$ cat config.mk
export PLATFORM = sky130hd
export DESIGN_NAME = particle_sensor_frame_parser
export DESIGN_NICKNAME = d
export VERILOG_FILES = /design/src/sv/psfp_pkg.sv /design/src/sv/particle_sensor_frame_parser.sv /design/src/sv/psfp_step.sv
export SDC_FILE = /design/constraint.sdc
export NUM_CORES = 1
export LEC_CHECK = 0
export ABC_AREA = 1
export BUFFER_PORTS_ARGS = -buffer_cell sky130_fd_sc_hd__clkbuf_2
export CAP_MARGIN = 20
export CORE_UTILIZATION = 60
export CTS_CLUSTER_DIAMETER = 150
export DETAILED_ROUTE_END_ITERATION = 10
export HOLD_SLACK_MARGIN = 0.03
export PLACE_DENSITY = 0.91
export SLEW_MARGIN = 25
export SYNTH_ARGS = -nofsm -noshare
export SYNTH_HDL_FRONTEND = slang
export SYNTH_SLANG_ARGS = --single-unit
$ cat constraint.sdc
create_clock -name aclk -period 5.12 [get_ports aclk]
set_clock_uncertainty 0.05 [all_clocks]
set_input_delay 0.256 -clock aclk [delete_from_list [all_inputs] [get_ports aclk]]
set_output_delay 0.256 -clock aclk [all_outputs]
set_load 0.05 [all_outputs]
$ cat src/sv/psfp_pkg.sv
// ---------------------------------------------------------------------------
// Particle sensor frame parser package
// Shared transaction types, parser state and status codes.
// ---------------------------------------------------------------------------
package psfp_pkg;

    localparam logic [7:0] HDR_SHORT  = 8'h40;
    localparam logic [7:0] HDR_LONG   = 8'h42;
    localparam logic [7:0] HDR_NACK   = 8'h96;
    localparam logic [7:0] HDR_ACK    = 8'hA5;
    localparam logic [7:0] SHORT_LEN1 = 8'h05;
    localparam logic [7:0] SHORT_LEN2 = 8'h04;
    localparam logic [7:0] LONG_MAGIC = 8'h4D;
    localparam logic [7:0] LONG_LEN   = 8'd28;

    localparam logic [4:0] IDX_SHORT_LAST = 5'd7;
    localparam logic [4:0] IDX_LONG_SUMHI = 5'd30;
    localparam logic [4:0] IDX_LONG_LAST  = 5'd31;

    localparam logic [2:0] ST_SHORT_OK  = 3'd0;
    localparam logic [2:0] ST_LONG_OK   = 3'd1;
    localparam logic [2:0] ST_ACK       = 3'd2;
    localparam logic [2:0] ST_NACK      = 3'd3;
    localparam logic [2:0] ST_MALFORMED = 3'd4;
    localparam logic [2:0] ST_CHECKSUM  = 3'd5;
    localparam logic [2:0] ST_UNKNOWN   = 3'd6;
    localparam logic [2:0] ST_TIMEOUT   = 3'd7;

    localparam logic OP_BYTE    = 1'b0;
    localparam logic OP_TIMEOUT = 1'b1;

    typedef enum logic [1:0] {
        KIND_SHORT = 2'd0,
        KIND_LONG  = 2'd1,
        KIND_NACK  = 2'd2,
        KIND_ACK   = 2'd3
    } frame_kind_t;

    typedef struct packed {
        logic       op;
        logic [7:0] rx_byte;
    } in_item_t;

    typedef struct packed {
        logic [2:0]  status;
        logic [15:0] pm25;
        logic [15:0] pm10;
    } out_item_t;

    typedef struct packed {
        logic        in_frame;
        frame_kind_t frame_kind;
        logic [4:0]  byte_index;
        logic [15:0] running_sum;
        logic        layout_ok;
        logic [7:0]  sum_high_byte;
        logic [15:0] pm25_capture;
        logic [15:0] pm10_capture;
        logic [15:0] pm25_value;
        logic [15:0] pm10_value;
    } parse_state_t;

    localparam parse_state_t PARSE_STATE_RESET = '{
        in_frame:      1'b0,
        frame_kind:    KIND_SHORT,
        byte_index:    5'd0,
        running_sum:   16'd0,
        layout_ok:     1'b1,
        sum_high_byte: 8'd0,
        pm25_capture:  16'd0,
        pm10_capture:  16'd0,
        pm25_value:    16'd0,
        pm10_value:    16'd0
    };

endpackage

$ cat src/sv/particle_sensor_frame_parser.sv
// ---------------------------------------------------------------------------
// Particle sensor frame parser
// Byte-at-a-time parser for particle sensor UART response frames.
// ---------------------------------------------------------------------------
// Usage: each input transaction on s_data carries either a received byte
// (op = 0) or a receive timeout (op = 1). A finished frame, an unknown header
// or a timeout inside a frame yields one result transaction on m_data with a
// status code and the latest good PM2.5 and PM10 readings.
// Throughput is one input transaction per cycle while the receiver takes
// results: the input register, the single-pass step logic and the result
// register form a two-stage pipeline. A result is written to the result
// register, and shown on m_valid, when its item moves on from the input
// register. Items that produce no result still pass through the pipeline.
// When the receiver holds m_ready low, the result register keeps its
// transaction and the item in the input register waits; s_ready then stays
// high only until the input register is full.
// Reset (aresetn low, synchronous) empties both registers and returns the
// parser to idle with the stored readings cleared to zero.
// ---------------------------------------------------------------------------
module particle_sensor_frame_parser (
    input  logic                aclk,
    input  logic                aresetn,
    input  logic                s_valid,
    output logic                s_ready,
    input  psfp_pkg::in_item_t  s_data,
    output logic                m_valid,
    input  logic                m_ready,
    output psfp_pkg::out_item_t m_data
);
    import psfp_pkg::*;

    logic         in_valid_reg;
    in_item_t     in_data_reg;
    logic         out_valid_reg;
    out_item_t    out_data_reg;
    parse_state_t state_reg;
    parse_state_t state_next;
    logic         has_result;
    out_item_t    result;
    logic         advance;

    // The held item moves on once the result register has room for it.
    assign advance = in_valid_reg && (!out_valid_reg || m_ready);
    assign s_ready = !in_valid_reg || advance;
    assign m_valid = out_valid_reg;
    assign m_data  = out_data_reg;

    psfp_step u_step (
        .item       (in_data_reg),
        .cur        (state_reg),
        .nxt        (state_next),
        .has_result (has_result),
        .result     (result)
    );

    always_ff @(posedge aclk) begin
        if (!aresetn) begin
            in_valid_reg <= 1'b0;
        end else if (s_ready) begin
            in_valid_reg <= s_valid;
        end
    end

    always_ff @(posedge aclk) begin
        if (s_ready && s_valid) begin
            in_data_reg <= s_data;
        end
    end

    always_ff @(posedge aclk) begin
        if (!aresetn) begin
            state_reg     <= PARSE_STATE_RESET;
            out_valid_reg <= 1'b0;
        end else if (advance) begin
            state_reg     <= state_next;
            out_valid_reg <= has_result;
        end else if (m_ready) begin
            out_valid_reg <= 1'b0;
        end
    end

    always_ff @(posedge aclk) begin
        if (advance && has_result) begin
            out_data_reg <= result;
        end
    end

endmodule

$ cat src/sv/psfp_step.sv
// ---------------------------------------------------------------------------
// Particle sensor frame parser step logic
// Computes the next parser state and the optional result for one item.
// ---------------------------------------------------------------------------
module psfp_step (
    input  psfp_pkg::in_item_t     item,
    input  psfp_pkg::parse_state_t cur,
    output psfp_pkg::parse_state_t nxt,
    output logic                   has_result,
    output psfp_pkg::out_item_t    result
);
    import psfp_pkg::*;

    logic [7:0]  b;
    logic [4:0]  idx;
    logic [7:0]  short_cs;
    logic [15:0] long_got;
    logic [15:0] sum_plus;
    logic [2:0]  status;

    assign b        = item.rx_byte;
    assign idx      = cur.byte_index;
    assign short_cs = 8'd0 - cur.running_sum[7:0];
    assign long_got = {cur.sum_high_byte, b};
    assign sum_plus = cur.running_sum + {8'd0, b};

    always_comb begin
        nxt        = cur;
        has_result = 1'b0;
        status     = ST_TIMEOUT;

        if (item.op == OP_TIMEOUT) begin
            if (cur.in_frame) begin
                nxt.in_frame = 1'b0;
                has_result   = 1'b1;
                status       = ST_TIMEOUT;
            end
        end else if (!cur.in_frame) begin
            // Idle: zero bytes are line noise, anything else must be a header.
            if (b != 8'd0) begin
                nxt.in_frame    = 1'b1;
                nxt.byte_index  = 5'd1;
                nxt.running_sum = {8'd0, b};
                nxt.layout_ok   = 1'b1;
                unique case (b)
                    HDR_SHORT: nxt.frame_kind = KIND_SHORT;
                    HDR_LONG:  nxt.frame_kind = KIND_LONG;
                    HDR_NACK:  nxt.frame_kind = KIND_NACK;
                    HDR_ACK:   nxt.frame_kind = KIND_ACK;
                    default: begin
                        nxt.in_frame    = 1'b0;
                        nxt.byte_index  = cur.byte_index;
                        nxt.running_sum = cur.running_sum;
                        nxt.layout_ok   = cur.layout_ok;
                        has_result      = 1'b1;
                        status          = ST_UNKNOWN;
                    end
                endcase
            end
        end else begin
            unique case (cur.frame_kind)
                KIND_NACK, KIND_ACK: begin
                    nxt.in_frame = 1'b0;
                    has_result   = 1'b1;
                    if (cur.frame_kind == KIND_NACK) begin
                        status = (b == HDR_NACK) ? ST_NACK : ST_MALFORMED;
                    end else begin
                        status = (b == HDR_ACK) ? ST_ACK : ST_MALFORMED;
                    end
                end
                KIND_SHORT: begin
                    if (idx == IDX_SHORT_LAST) begin
                        nxt.in_frame = 1'b0;
                        has_result   = 1'b1;
                        if (!cur.layout_ok) begin
                            status = ST_MALFORMED;
                        end else if (b != short_cs) begin
                            status = ST_CHECKSUM;
                        end else begin
                            status         = ST_SHORT_OK;
                            nxt.pm25_value = cur.pm25_capture;
                            nxt.pm10_value = cur.pm10_capture;
                        end
                    end else begin
                        if (idx == 5'd1 && b != SHORT_LEN1) nxt.layout_ok = 1'b0;
                        if (idx == 5'd2 && b != SHORT_LEN2) nxt.layout_ok = 1'b0;
                        if (idx == 5'd3) nxt.pm25_capture[15:8] = b;
                        if (idx == 5'd4) nxt.pm25_capture[7:0]  = b;
                        if (idx == 5'd5) nxt.pm10_capture[15:8] = b;
                        if (idx == 5'd6) nxt.pm10_capture[7:0]  = b;
                        nxt.running_sum = sum_plus;
                        nxt.byte_index  = idx + 5'd1;
                    end
                end
                KIND_LONG: begin
                    if (idx == IDX_LONG_LAST) begin
                        nxt.in_frame = 1'b0;
                        has_result   = 1'b1;
                        if (!cur.layout_ok) begin
                            status = ST_MALFORMED;
                        end else if (long_got != cur.running_sum) begin
                            status = ST_CHECKSUM;
                        end else begin
                            status         = ST_LONG_OK;
                            nxt.pm25_value = cur.pm25_capture;
                            nxt.pm10_value = cur.pm10_capture;
                        end
                    end else begin
                        // The high checksum byte is held back, not summed.
                        if (idx == IDX_LONG_SUMHI) begin
                            nxt.sum_high_byte = b;
                        end else begin
                            if (idx == 5'd1 && b != LONG_MAGIC) nxt.layout_ok = 1'b0;
                            if (idx == 5'd2 && b != 8'd0)       nxt.layout_ok = 1'b0;
                            if (idx == 5'd3 && b != LONG_LEN)   nxt.layout_ok = 1'b0;
                            if (idx == 5'd6) nxt.pm25_capture[15:8] = b;
                            if (idx == 5'd7) nxt.pm25_capture[7:0]  = b;
                            if (idx == 5'd8) nxt.pm10_capture[15:8] = b;
                            if (idx == 5'd9) nxt.pm10_capture[7:0]  = b;
                            nxt.running_sum = sum_plus;
                        end
                        nxt.byte_index = idx + 5'd1;
                    end
                end
                default: ;
            endcase
        end

        result.status = status;
        result.pm25   = nxt.pm25_value;
        result.pm10   = nxt.pm10_value;
    end

endmodule

==> results.sh <==
export IMPL_area_growth_synth_to_final_pct=13.8
export IMPL_powerDensity_nw_per_um2=327
export IMPL_largest_register_ffs=97
export IMPL_fmax_mhz=284
export IMPL_die_area_um2=12600
export IMPL_post_cts_setup_buffer_count=0
export IMPL_cts_repair_resized=0
export IMPL_clk_pin_slew_ps=60
export IMPL_syn_area_um2=7300
export IMPL_dp_slack_ps=1670
export IMPL_clk_latency_ps=430
export IMPL_drtAntennaViolNets=0
export IMPL_ys_flop_type="dfxtp_1"
export IMPL_wire_per_inst_um=15.0
export IMPL_io_buffers=49
export IMPL_required_ps=5400
export IMPL_worst_endpoint_arrival_ps=3810
export IMPL_synth_top_cell_area_share_pct=27.2
export IMPL_cts_path_max_buffers=2
export IMPL_hold_viol=0
export IMPL_maxSlewViolCount=0
export IMPL_routabilityCongestion=0.964
export IMPL_grtUsageTotal_pct=30.3
export IMPL_period_share_pct=68.9
export IMPL_avgViaCountPerCell=5.61
export IMPL_cts_sink_count=143
export IMPL_synth_top_cells_by_count="nand2_1, nor2_1, inv_1"
export IMPL_crit_family="buffers and inverters"
export IMPL_crit_fanout=25
export IMPL_seq_area_frac_synth_pct=45.3
export IMPL_rsz0062_at_grt="false"
export IMPL_met3WireLength_um=1590
export IMPL_wl_um=18200
export IMPL_cellLeakagePower_uw=0.00387
export IMPL_io_pins=50
export IMPL_fin_tns_setup_ps=0
export IMPL_slowest_delay_ps=770
export IMPL_hold_path_class="input pin to flip-flop"
export IMPL_critPathSlowestCell="nor2_1"
export IMPL_grt_max_degree=65
export IMPL_grt_ovfl_total=0
export IMPL_drc=4
export IMPL_synth_async_reset_ratio_pct=0
export IMPL_cts_buffers=17
export IMPL_yosys_warnings=0
export IMPL_max_cap_violations=0
export IMPL_grt_pass1_wl_um=30000
export IMPL_tightest_slew_ps=1010
export IMPL_initial_utilization_pct=62.8
export IMPL_ys_seq_elements=143
export IMPL_end_kind="flip-flop"
export IMPL_drive_above_1_share_pct=10.7
export IMPL_yosysMostFrequentCell="nand2_1"
export IMPL_layout_min_cycle_time_ps=3530
export IMPL_syn_nets=1043
export IMPL_coreArea_um2=11600
export IMPL_crit_chain="inv_2, nor2_2, buf_4, inv_2, nor2_1, inv_1, nand2_1, nand3_1, nand2_1, inv_1"
export IMPL_wirelength_met1_um=7680
export IMPL_cp_start_kind="flip-flop"
export IMPL_slew_headroom_pct=32.7
export IMPL_postSynthAreaPerCell_um2=7.19
export IMPL_cp_num_buf_inv=5
export IMPL_whs_ps=37.8
export IMPL_nets=1088
export IMPL_synth_cells=1015
export IMPL_drt_iter0_drc=770
export IMPL_synth_edf_count=44
export IMPL_antennaDiodeCount=0
export IMPL_fin_ws_ps=1590
export IMPL_die_x_um=112
export IMPL_dr_total_vias=6818
export IMPL_outcome="finished with violations"
export IMPL_wl_met2_um=8460
export IMPL_top_layer="met4"
export IMPL_rows=39
export IMPL_yosysTopAreaCell="dfxtp_1"
export IMPL_setup_viol=0
export IMPL_die_y_um=112
export IMPL_tritoncts="done"
export IMPL_grt_pass1_vias=6381
export IMPL_ys_types=41
export IMPL_htreeDepth=4
export IMPL_antenna_found_initial=0
export IMPL_hold_buffers=9
export IMPL_violations="design-rule violations"
export IMPL_cts_root_buffer="clkbuf_16"
export IMPL_firstDrtPassIters=8
export IMPL_vdd_ir_drop_max_mv=0.305
export IMPL_synth_area_leaders="dfxtp_1, edfxtp_1, nand2_1"
export IMPL_crit_type="flip-flop to flip-flop"
export IMPL_hpwl_um=11700
## tightest hold or removal path, stage by stage
cell	delay [ps]
clkbuf_2	80
nand2_1	70
a21oi_1	60
## power breakdown
part           internal (uW)  leakage [uW]  switching (uW)
combinational           62.0       0.00236             145
clock                    792      0.000308             491
sequential              1200       0.00120            23.6
total                   2060       0.00387             660
## path summary, 6_finish.rpt
| check | from | end | slack, ps | cells past startpoint |
|---|---|---|---|---|
| worst min register to register | state_reg[60] | state_reg[60] | 420 | 2 |
| worst min-delay path | s_valid | in_valid_reg | 40 | 3 |
| worst max-delay path | state_reg[96] | state_reg[8] | 1590 | 10 |
| worst max register to register | state_reg[96] | state_reg[8] | 1590 | 10 |
## cells by family after synthesis
logic type / synth area share (%)
xor+xnor: 0.720
flops: 45.3
fa+ha+maj: 2.67
buf+inv: 8.40
compound gates: 10.5
simple gates: 32.5
## per-stage QoR
step / util, % / total power, uW / instance area (um^2) / cells
final: 71.5 / 2720 / 8310 / 1216
after global routing: 71.5 / 2800 / 8310 / 1216
after CTS: 71.5 / 2720 / 8300 / 1216
after detailed placement: 65.4 / 1450 / 7600 / 1175
after global placement: 65.1 / 1440 / 7570 / 1174
after floorplan: - / 1400 / 7300 / 1015
## layer usage
layer | GRT usage, % | up-vias
met2 | 49.8 | 365
met5 | 0 | -
met1 | 37.5 | 3051
met4 | 15.0 | 0
li1 | - | 3357
met3 | 7.40 | 45
## placed cells by master, fill, tap and decap left out, types with 14 or more instances in the layout
master	Yosys	routed
nand2_1	303	302
inv_1	106	105
nor3_1	15	15
edfxtp_1	44	44
clkbuf_16	0	18
nand3_1	72	72
nor2_1	144	144
dfxtp_1	99	99
a21oi_1	54	53
o21ai_0	46	46
ha_1	14	14
clkbuf_2	0	49
## cell type report
| type | count | area (um^2) |
|---|---|---|
| inverter | 115 | 433 |
| sequential | 143 | 3300 |
| fill | 876 | 3310 |
| clock buffer | 22 | 495 |
| tap | 143 | 179 |
| multi-input combinational | 722 | 3390 |
| timing repair buffer | 61 | 378 |
| clock inverter | 10 | 123 |
(Power assumes the default switching activity.)
